`src/sv/pps_pkg.sv`:
```
package pps_pkg;

  localparam int HEAP_DEPTH = 32;
  localparam int AW = $clog2(HEAP_DEPTH);
  localparam int CW = $clog2(HEAP_DEPTH + 1);

  localparam logic OP_ARRIVE = 1'b0;
  localparam logic OP_DRAIN  = 1'b1;
  localparam logic KIND_DONE   = 1'b0;
  localparam logic KIND_REJECT = 1'b1;

  typedef struct packed {
    logic [15:0] id;
    logic [31:0] arr;
    logic [15:0] rem;
    logic [7:0]  pri;
  } job_t;

  localparam int JOB_W = $bits(job_t);

  typedef enum logic [3:0] {
    ST_IDLE,
    ST_CHK,
    ST_SCAN,
    ST_SCAN_W,
    ST_SH_RD,
    ST_SH_WR,
    ST_POP,
    ST_PLACE,
    ST_FLUSH
  } state_t;

  typedef struct packed {
    logic latch_in;
    logic emit_finish;
    logic scan;
    logic sh_rd;
    logic sh_wr;
    logic pop;
    logic place;
    logic flush;
  } cmd_t;

  typedef struct packed {
    logic run_busy;
    logic due;
    logic empty;
    logic drain;
    logic scan_end;
    logic sh_end;
  } sts_t;

endpackage

```
`src/sv/pps_ram.sv`:
```
module pps_ram #(
  parameter int W = 8,
  parameter int D = 16
) (
  input  logic                 clk,
  input  logic                 we,
  input  logic [$clog2(D)-1:0] waddr,
  input  logic [W-1:0]         wdata,
  input  logic [$clog2(D)-1:0] raddr,
  output logic [W-1:0]         rdata
);

  logic [W-1:0] mem [D];

  always_ff @(posedge clk) begin
    if (we) begin
      mem[waddr] <= wdata;
    end
    rdata <= mem[raddr];
  end

endmodule

```
`src/sv/pps_ctrl.sv`:
```
module pps_ctrl (
  input  logic          clk,
  input  logic          rst_n,
  input  logic          start,
  output logic          busy,
  input  pps_pkg::sts_t sts,
  output pps_pkg::cmd_t cmd
);
  import pps_pkg::*;

  state_t state_r, state_nxt;

  always_ff @(posedge clk) begin
    if (!rst_n) begin
      state_r <= ST_IDLE;
    end else begin
      state_r <= state_nxt;
    end
  end

  always_comb begin
    state_nxt = state_r;
    case (state_r)
      ST_IDLE:   if (start) state_nxt = ST_CHK;
      ST_CHK: begin
        if (sts.run_busy && (sts.drain || sts.due)) begin
          state_nxt = sts.empty ? ST_CHK : ST_SCAN;
        end else begin
          state_nxt = sts.drain ? ST_FLUSH : ST_PLACE;
        end
      end
      ST_SCAN:   if (sts.scan_end) state_nxt = ST_SCAN_W;
      ST_SCAN_W: state_nxt = ST_SH_RD;
      ST_SH_RD:  state_nxt = sts.sh_end ? ST_POP : ST_SH_WR;
      ST_SH_WR:  state_nxt = ST_SH_RD;
      ST_POP:    state_nxt = ST_CHK;
      ST_PLACE:  state_nxt = ST_FLUSH;
      ST_FLUSH:  state_nxt = ST_IDLE;
      default:   state_nxt = ST_IDLE;
    endcase
  end

  always_comb begin
    cmd = '0;
    case (state_r)
      ST_IDLE:  cmd.latch_in = start;
      ST_CHK:   cmd.emit_finish = sts.run_busy && (sts.drain || sts.due);
      ST_SCAN:  cmd.scan = 1'b1;
      ST_SH_RD: cmd.sh_rd = !sts.sh_end;
      ST_SH_WR: cmd.sh_wr = 1'b1;
      ST_POP:   cmd.pop = 1'b1;
      ST_PLACE: cmd.place = 1'b1;
      ST_FLUSH: cmd.flush = 1'b1;
      default:  cmd = '0;
    endcase
  end

  assign busy = (state_r != ST_IDLE);

endmodule

```
`src/sv/pps_dp.sv`:
```
module pps_dp (
  input  logic          clk,
  input  logic          rst_n,
  input  pps_pkg::cmd_t cmd,
  output pps_pkg::sts_t sts,
  input  logic          in_opcode,
  input  logic [15:0]   in_job_id,
  input  logic [31:0]   in_arrive_time,
  input  logic [15:0]   in_run_length,
  input  logic [7:0]    in_job_priority,
  output logic          out_valid,
  output logic          out_kind,
  output logic [15:0]   out_done_id,
  output logic [31:0]   out_finish_time,
  output logic          out_last
);
  import pps_pkg::*;

  logic              run_busy_r;
  job_t              run_r;
  logic [31:0]       run_start_r, run_end_r;
  logic [CW-1:0]     count_r;
  logic              op_r;
  job_t              in_r;
  logic [31:0]       t_r;
  logic [AW-1:0]     idx_r, cmp_idx_r, sh_r;
  logic              dv_r;
  job_t              best_r;
  logic              pend_v_r, pend_kind_r;
  logic [15:0]       pend_id_r;
  logic [31:0]       pend_time_r;

  logic              we;
  logic [AW-1:0]     waddr, raddr;
  job_t              wdata, rd;
  logic              better, full, preempt;
  logic [31:0]       elapsed, pop_start;
  logic [15:0]       pre_rem;
  logic              emit;
  logic              emit_kind;
  logic [15:0]       emit_id;
  logic [31:0]       emit_time;

  pps_ram #(.W(JOB_W), .D(HEAP_DEPTH)) u_heap (
    .clk(clk), .we(we), .waddr(waddr), .wdata(wdata), .raddr(raddr), .rdata(rd)
  );

  assign full    = (count_r >= CW'(HEAP_DEPTH));
  assign preempt = (in_r.pri > run_r.pri);
  assign better  = dv_r && ((cmp_idx_r == '0) || (rd.pri > best_r.pri) ||
                   ((rd.pri == best_r.pri) && (rd.arr < best_r.arr)));
  assign elapsed = (in_r.arr >= run_start_r) ? (in_r.arr - run_start_r) : 32'd0;
  assign pre_rem = (elapsed < {16'd0, run_r.rem}) ? (run_r.rem - elapsed[15:0]) : 16'd0;
  assign pop_start = (t_r > best_r.arr) ? t_r : best_r.arr;

  always_comb begin
    raddr = cmd.sh_rd ? AW'(sh_r + 1'b1) : idx_r;
    we    = 1'b0;
    waddr = count_r[AW-1:0];
    wdata = in_r;
    if (cmd.sh_wr) begin
      we    = 1'b1;
      waddr = sh_r;
      wdata = rd;
    end else if (cmd.place && run_busy_r && !full) begin
      we = 1'b1;
      if (preempt) begin
        wdata     = run_r;
        wdata.rem = pre_rem;
      end
    end
  end

  always_comb begin
    emit      = 1'b0;
    emit_kind = KIND_DONE;
    emit_id   = run_r.id;
    emit_time = run_end_r;
    if (cmd.emit_finish) begin
      emit = 1'b1;
    end else if (cmd.place && run_busy_r && full) begin
      emit      = 1'b1;
      emit_kind = KIND_REJECT;
      emit_id   = in_r.id;
      emit_time = 32'd0;
    end
  end

  assign sts.run_busy = run_busy_r;
  assign sts.due      = (run_end_r <= in_r.arr);
  assign sts.empty    = (count_r == '0);
  assign sts.drain    = (op_r == OP_DRAIN);
  assign sts.scan_end = ({1'b0, idx_r} == CW'(count_r - 1'b1));
  assign sts.sh_end   = ({1'b0, sh_r} + 1'b1 >= count_r);

  always_ff @(posedge clk) begin
    if (!rst_n) begin
      run_busy_r  <= 1'b0;
      run_r       <= '0;
      run_start_r <= '0;
      run_end_r   <= '0;
      count_r     <= '0;
      dv_r        <= 1'b0;
      pend_v_r    <= 1'b0;
      out_valid   <= 1'b0;
    end else begin
      out_valid <= 1'b0;
      dv_r      <= cmd.scan;
      if (cmd.latch_in) begin
        op_r <= in_opcode;
        in_r <= '{id: in_job_id, arr: in_arrive_time, rem: in_run_length,
                  pri: in_job_priority};
      end
      if (emit) begin
        // previous result is known not to be the final one
        if (pend_v_r) begin
          out_valid       <= 1'b1;
          out_kind        <= pend_kind_r;
          out_done_id     <= pend_id_r;
          out_finish_time <= pend_time_r;
          out_last        <= 1'b0;
        end
        pend_v_r    <= 1'b1;
        pend_kind_r <= emit_kind;
        pend_id_r   <= emit_id;
        pend_time_r <= emit_time;
      end
      if (cmd.emit_finish) begin
        t_r   <= run_end_r;
        idx_r <= '0;
        if (count_r == '0) run_busy_r <= 1'b0;
      end
      if (cmd.scan) idx_r <= idx_r + 1'b1;
      cmp_idx_r <= idx_r;
      if (better) begin
        best_r <= rd;
        sh_r   <= cmp_idx_r;
      end
      if (cmd.sh_wr) sh_r <= sh_r + 1'b1;
      if (cmd.pop) begin
        count_r     <= count_r - 1'b1;
        run_busy_r  <= 1'b1;
        run_r       <= best_r;
        run_start_r <= pop_start;
        run_end_r   <= pop_start + {16'd0, best_r.rem};
      end
      if (cmd.place) begin
        if (!run_busy_r || (!full && preempt)) begin
          run_busy_r  <= 1'b1;
          run_r       <= in_r;
          run_start_r <= in_r.arr;
          run_end_r   <= in_r.arr + {16'd0, in_r.rem};
        end
        if (run_busy_r && !full) count_r <= count_r + 1'b1;
      end
      if (cmd.flush && pend_v_r) begin
        out_valid       <= 1'b1;
        out_kind        <= pend_kind_r;
        out_done_id     <= pend_id_r;
        out_finish_time <= pend_time_r;
        out_last        <= 1'b1;
        pend_v_r        <= 1'b0;
      end
    end
  end

`ifndef SYNTHESIS
  a_count_max: assert property (@(posedge clk) disable iff (!rst_n)
    count_r <= CW'(HEAP_DEPTH)) else $error("heap count overflow");
  a_out_from_pend: assert property (@(posedge clk) disable iff (!rst_n)
    out_valid |-> $past(pend_v_r)) else $error("result without pending entry");
  a_reject_zero: assert property (@(posedge clk) disable iff (!rst_n)
    out_valid && out_kind == KIND_REJECT |-> out_finish_time == 32'd0)
    else $error("reject with nonzero time");
  a_pop_nonempty: assert property (@(posedge clk) disable iff (!rst_n)
    cmd.pop |-> count_r != '0) else $error("pop from empty heap");
`endif

endmodule

```
`src/sv/preemptive_priority_scheduler.sv`:
```
// Preemptive priority scheduler for one processor. Pulse start while busy is low to transfer
// one item (arrival or drain); results come one per out_valid pulse and cannot be stalled,
// out_last marks the final result of an item. Each item keeps busy high until it is handled;
// per finished job with a non-empty ready store, this includes a scan of the N-entry ready
// store through its single RAM read port and a compaction of the entries behind the chosen
// one; the ready store RAM needs no clearing after reset.
module preemptive_priority_scheduler (
  input  logic        clk,
  input  logic        rst_n,
  input  logic        start,
  output logic        busy,
  input  logic        in_opcode,
  input  logic [15:0] in_job_id,
  input  logic [31:0] in_arrive_time,
  input  logic [15:0] in_run_length,
  input  logic [7:0]  in_job_priority,
  output logic        out_valid,
  output logic        out_kind,
  output logic [15:0] out_done_id,
  output logic [31:0] out_finish_time,
  output logic        out_last
);
  import pps_pkg::*;

  cmd_t cmd;
  sts_t sts;

  pps_ctrl u_ctrl (
    .clk(clk), .rst_n(rst_n), .start(start), .busy(busy), .sts(sts), .cmd(cmd)
  );

  pps_dp u_dp (
    .clk(clk), .rst_n(rst_n), .cmd(cmd), .sts(sts),
    .in_opcode(in_opcode), .in_job_id(in_job_id), .in_arrive_time(in_arrive_time),
    .in_run_length(in_run_length), .in_job_priority(in_job_priority),
    .out_valid(out_valid), .out_kind(out_kind), .out_done_id(out_done_id),
    .out_finish_time(out_finish_time), .out_last(out_last)
  );

endmodule
```
`config.mk`:
```
export PLATFORM = sky130hd
export DESIGN_NAME = preemptive_priority_scheduler
export DESIGN_NICKNAME = d
export VERILOG_FILES = /design/src/sv/pps_pkg.sv /design/src/sv/pps_ram.sv /design/src/sv/pps_ctrl.sv /design/src/sv/pps_dp.sv /design/src/sv/preemptive_priority_scheduler.sv
export SDC_FILE = /design/constraint.sdc
export NUM_CORES = 2
export LEC_CHECK = 0
export BUFFER_PORTS_ARGS = -buffer_cell sky130_fd_sc_hd__buf_4
export CORE_ASPECT_RATIO = 1.2
export CORE_MARGIN = 2
export CORE_UTILIZATION = 30
export CTS_BUF_LIST = sky130_fd_sc_hd__clkbuf_2 sky130_fd_sc_hd__clkbuf_4 sky130_fd_sc_hd__clkbuf_8
export DETAILED_ROUTE_END_ITERATION = 6
export PLACE_DENSITY_LB_ADDON = 0.15
export SLEW_MARGIN = 20
export SYNTH_ARGS = -nofsm -noshare
export SYNTH_HDL_FRONTEND = slang
export SYNTH_SLANG_ARGS = --single-unit
```
`constraint.sdc`:
```
create_clock -name clk -period 22.5 [get_ports clk]
set_input_delay 4.5 -clock clk [delete_from_list [all_inputs] [get_ports clk]]
set_output_delay 4.5 -clock clk [all_outputs]
set_load 0.05 [all_outputs]
```
Word level (Yosys, flattened, before mapping)
Memory sizes are Yosys's and may differ from the RTL's. A register that Yosys moved wholly into a read port is not among the register bits. Cells that the tools add are included.

Bits in registers: 441. Memory bits (writable): 2304. Input bits: 76. Output and inout bits: 52. Logic and storage cells: 166. Memories kept: 1.

Add/subtract/negate cells: 9. Order comparisons: 9. Equal/unequal tests: 12. Multiplexer cells: 68. Bitwise gates (word level): 1. Reductions and logical operators: 34.

Memories: u_dp.u_heap.mem (words 32, bits a word 72, read ports 1, clocked after memory_dff 1, wr ports 1, line pps_ram.sv:13) `logic [W-1:0] mem [D];`.

Operator list (number): $mux 72 (6); $mux 32 (13); $mux 16 (6); $add 32x16->32 (2); $ge 32x32->1 (1); $gt 32x32->1 (1); $le 32x32->1 (1); $lt 32x16->1 (1); $lt 32x32->1 (1); $sub 32x32->32 (1); $mux 5 (6); $pmux 4 s7 (1); $mux 1 (27); $mux 6 (3); $eq 4x3->1 const B (4); $gt 8x8->1 (2); $mux 4 (4); $sub 16x16->16 (1); $reduce_and 2->1 (7); $add 5x1->5 const B (2); $logic_and 1x1->1 (9); $eq 4x2->1 const B (2); $eq 8x8->1 (1); $reduce_bool 2->1 (4); other kinds (19) (27).

Longest topological paths before layout
Depth in word-level cells: 8. Mapped depth: 25. Gate-level depth less buffers: 24.

Modules after synthesis
From an unflattened synthesis, not the netlist that was laid out.

Cells, all modules: 6934. Area, all modules: 115410.7 µm².

Modules (own cells, without submodules): pps_ram (instances 1, cells an instance 4208, area each 89120.5 µm², sequential area each 70627.7 µm²); pps_dp (instances 1, cells an instance 2685, area each 25966.2 µm², sequential area each 11661.2 µm²); pps_ctrl (instances 1, cells an instance 41, area each 324.1 µm², sequential area each 80.1 µm²).

Least setup slack after synthesis
Ideal clock, no wire load.

Path type: input to register. From: in rst_n. To: reg u_dp.in_r[0] in the netlist's numbering, enable pin. Setup time: 593 ps. Arrival time: 10056 ps. Required time: 21907 ps. Path slack: 11851 ps. Cell stages on the path: 4. Path buffers: 2. Path through: clkbuf_1 > inv_1 > clkbuf_1 > nor3_1.

Word-level cells in the longest chain between the ends: 1.

RTL lines: start: declaration (line preemptive_priority_scheduler.sv:9) `input logic rst_n,`; $reduce_and 2->1 (no line); end signal: assignment (line pps_dp.sv:111) `in_r <= '{id: in_job_id, arr: in_arrive_time, rem: in_run_length,`; end: declaration (line pps_dp.sv:24) `job_t in_r;`.

Every way passes these cells. A chain may end at the register's enable or synchronous reset.

Worst setup path after layout
From: reg u_dp.sh_r[0]. To: reg u_dp.u_heap.rdata[45], read port of u_dp.u_heap.mem.

Word-level cells in the longest chain between the ends: 5. Elaborated cells on any way between the ends: 6. Classes of those cells: 2 x add/sub; 1 x order compare; 2 x mux; 1 x reduce/logical.

RTL lines: start: declaration (line pps_dp.sv:26) `logic [AW-1:0] idx_r, cmp_idx_r, sh_r;`; start signal: assignment (line pps_dp.sv:137) `sh_r <= cmp_idx_r;`; start signal: assignment (line pps_dp.sv:139) `if (cmd.sh_wr) sh_r <= sh_r + 1'b1;`; $add 5x1->6 (line pps_dp.sv:94) `assign sts.sh_end = ({1'b0, sh_r} + 1'b1 >= count_r);`; $ge 6x6->1 (line pps_dp.sv:94); $logic_not 1->1 (line pps_ctrl.sv:49) `ST_SH_RD: cmd.sh_rd = !sts.sh_end;`; $mux 1 (line pps_ctrl.sv:45) `case (state_r)`; $mux 5 (*) (line pps_dp.sv:57) `raddr = cmd.sh_rd ? AW'(sh_r + 1'b1) : idx_r;`; end: declaration (line pps_ram.sv:10) `output logic [W-1:0] rdata`.

Every way passes the cells marked *; elsewhere a longest branch is shown, timed or not.

==> summary.txt <==
Run status
  – Outcome: finished clean

Timing
  – Setup TNS: 0 ps
  – Final hold violation count: 0
  – Min cycle time layout: 7400 ps
  – Final period utilization: 32.9%
  – Slew Limit Fails: 0
  – Final setup violation count: 0
  – Setup Skew: 102 ps
  – Worst-margin pin slew: 1190 ps
  – RSZ-0062 raised after global routing: false
  – Setup WS post-layout: between 15000 and 20000 ps
  – Max Freq: 135 MHz
  – Worst rel slew slack: 18.3%

Clocking
  – Clock Latency Late Sink: 1120 ps
  – Total CTS buffers: 451
  – Post_cts resized: 0
  – Hold_buf cts: 0
  – Setup bufs post-CTS: 0
  – Longest Clk Path Bufs: 4
  – CTS tree: built
  – Clock Tree Root: clkbuf_8
  – Depth of the CTS H-tree: 5
  – Clock Sinks: about 2800
  – Clock slew at reported path FFs: 60 ps

Floorplanning
  – Overall die height: around 700 um
  – Core Box Area: between 0.3 and 0.4 sq mm
  – Chip Width: 568 um
  – Std cell rows: 248
  – Die Area: roughly 0.39 sq mm
  – Num ports: 128
  – Initial core utilization: 30.1%

Setup path
  – Reg2reg setup slack: roughly 15000 ps
  – Worst EP required: about 23000 ps
  – CP startpoint kind: register
  – Crit path DAT: 8390 ps
  – Setup CP Type: register to register
  – CP Capture Type: register
  – Worst Path Max Fanout: 49

Yosys
  – Largest area contributor in the netlist: edfxtp_1
  – Post-Syn Nets: ~7400
  – Asr flop ratio synth: 0%
  – Top FF cell, synth: edfxtp_1
  – Mapped Area: 0.115 sq mm
  – Synth top area cells: edfxtp_1 (68%), mux4_2 (7.4%), dfxtp_1 (3.9%)
  – Gate Count Post-Synth: 7145
  – Synth cell count leaders: edfxtp_1 (2595), nand2_1 (839), a21oi_1 (526)
  – Yosys top cell area share: 68.0%
  – EDFF count, synth: about 2600
  – Synth Register Bits: 2817
  – Seq/Total Area, Yosys: between 70 and 80%
  – Most numerous cell in the Yosys netlist: edfxtp_1
  – Netlist cell types: 97
  – Syn avg cell area: 16.0 sq um
  – Synthesis warning total: 0

Finish
  – Share of cells above drive strength 1: 21.8%
  – Area growth, synth to finish: 15.7%
  – Final-stage net count: 7847

Detailed routing
  – Total wire length: 412 mm
  – Routed vias: 68700
  – Antenna viol nets, final: 0
  – Via-to-Cell Ratio: 5.31
  – DR DRC count: 0
  – Iter 0 DRT Violations: around 6700
  – WL per Instance: 31.8 um
  – Drt first pass iters: 6

Flow run
  – Max cap viols: 0

Hold path
  – Worst hold-check path type: register to register

Power
  – Max rail drop VDD: 0.0000521 V
  – Leak: 0.0440 uW
  – Switching Share: 24.3%
  – Sequential share of power: 51.6%
  – Power per cell area: about 87 mW/mm^2
  – Internal: slightly below 9000 uW
  – Logic pwr share: 7.3%
  – Net Switching: around 2800 uW
  – Clock network fraction of total power: 41.1%

Placed design
  – GP Congestion: 0.862
  – Port Buf Inserts: approximately 130
  – DP HPWL: about 230 mm
  – Place WS: 14760 ps

Global route
  – Vias in the first global route: about 70000
  – Initial antenna violation count: 16
  – Total global-route track usage: 20.8%
  – Grt ovf: 0
  – Largest net degree at the start of global routing: 113
  – First-pass GRT wire length: ~560 mm
## metrics by stage
stage / hold slack (ps) / power (uW) / instances / area, sq um / utilization, %
6_report: 378 / 11500 / 12900 / 133000 / 34.9
5_1_grt: 374 / 11900 / 12900 / 133000 / 34.9
4_1_cts: 373 / 11600 / 12900 / 132000 / 34.8
3_5_place_dp: 405 / 6870 / 12100 / 123000 / 32.2
3_3_place_gp: 402 / 6860 / 12100 / 123000 / 32.2
2_1_floorplan: 400 / 6490 / 7145 / 115000 / -
## layer usage
metal / wire, um / vias up / track usage, %
met5: 0 / - / 0
met4: 12400 / 0 / 6.35
met3: 23200 / 577 / 2.96
met2: 202000 / 2471 / 35.5
met1: 174000 / 36700 / 27.4
li1: - / 28900 / -
## state kept, by name, summed over array words and instances, names as in the netlist, 72 cells and up
signal / count
u_dp.in_r: 72
u_dp.best_r: 72
u_dp.u_heap.rdata: 72
u_dp.u_heap.mem: 2304
u_dp.run_r: 72
## logic make-up after synthesis
kind of cell | after synthesis | share of synthesized area, %
multiplexers | 598 | 9.38
buffers and inverters | 565 | 2.13
adder cells (fa/ha/maj) | 221 | 2.44
flip-flops | 2817 | 71.9
AO/OA/AOI/OAI | 1386 | 7.92
XOR/XNOR | 97 | 0.741
AND/OR/NAND/NOR | 1461 | 5.54
## path summary, 6_finish.rpt
check / from / endpoint / cells after the start
worst max register to register: u_dp.sh_r[0] / u_dp.u_heap.rdata[45] / 16
worst max-delay path: u_dp.sh_r[0] / u_dp.u_heap.rdata[45] / 16
worst min-delay path: u_dp.pend_id_r[8] / u_dp.out_done_id[8] / 0
worst min register to register: u_dp.pend_id_r[8] / u_dp.out_done_id[8] / 0
## layout by cell type, fill, tap and decap left out, types with 51 or more instances in the layout
| cell | instances |
|---|---|
| nand3_1 | 107 |
| nand2_1 | 834 |
| ha_1 | 217 |
| nor2_1 | 207 |
| a21oi_1 | 525 |
| o21ai_0 | 80 |
| xnor2_1 | 63 |
| clkbuf_4 | 183 |
| clkbuf_8 | 516 |
| o221ai_1 | 79 |
| a22oi_1 | 75 |
| a2111oi_0 | 51 |
| mux4_2 | 378 |
| o22ai_1 | 59 |
| mux2i_1 | 190 |
| buf_4 | 320 |
| clkinv_1 | 51 |
| a21o_1 | 76 |
| dfxtp_1 | 222 |
| edfxtp_1 | 2595 |
| inv_1 | 178 |
## critical path: stages, from the launching register on
cell and delay, ps:
edfxtp_1 560, ha_1 300, xnor2_1 400, inv_1 190, ha_1 340, a21o_1 190
a31oi_1 330, o2111ai_4 530, mux2i_4 330, buf_4 400, buf_4 720, buf_4 830
buf_4 720, mux4_2 580, a2111oi_0 460, o21ai_1 100, and2_1 170
## final cells by class
type                    instances  area (sq um)
fillers                     36500        248000
flip-flops and latches       2817         82400
multi-input cells            3763         31000
clock buffers                 699          8480
well taps                    5000          6260
repair buffers                336          2700
clock inverters               139          1170
inverters                     181           681
diodes                         11          27.5
## power by group through the flow
stage / combinational (uW) / clock [uW] / sequential (uW)
finish: 833 / 4720 / 5930
global route: 896 / 5040 / 5930
CTS: 831 / 4830 / 5930
detailed placement: 827 / 0 / 6040
global placement: 813 / 0 / 6040
floorplan: 496 / 0 / 5990
(Power assumes the default switching activity.)
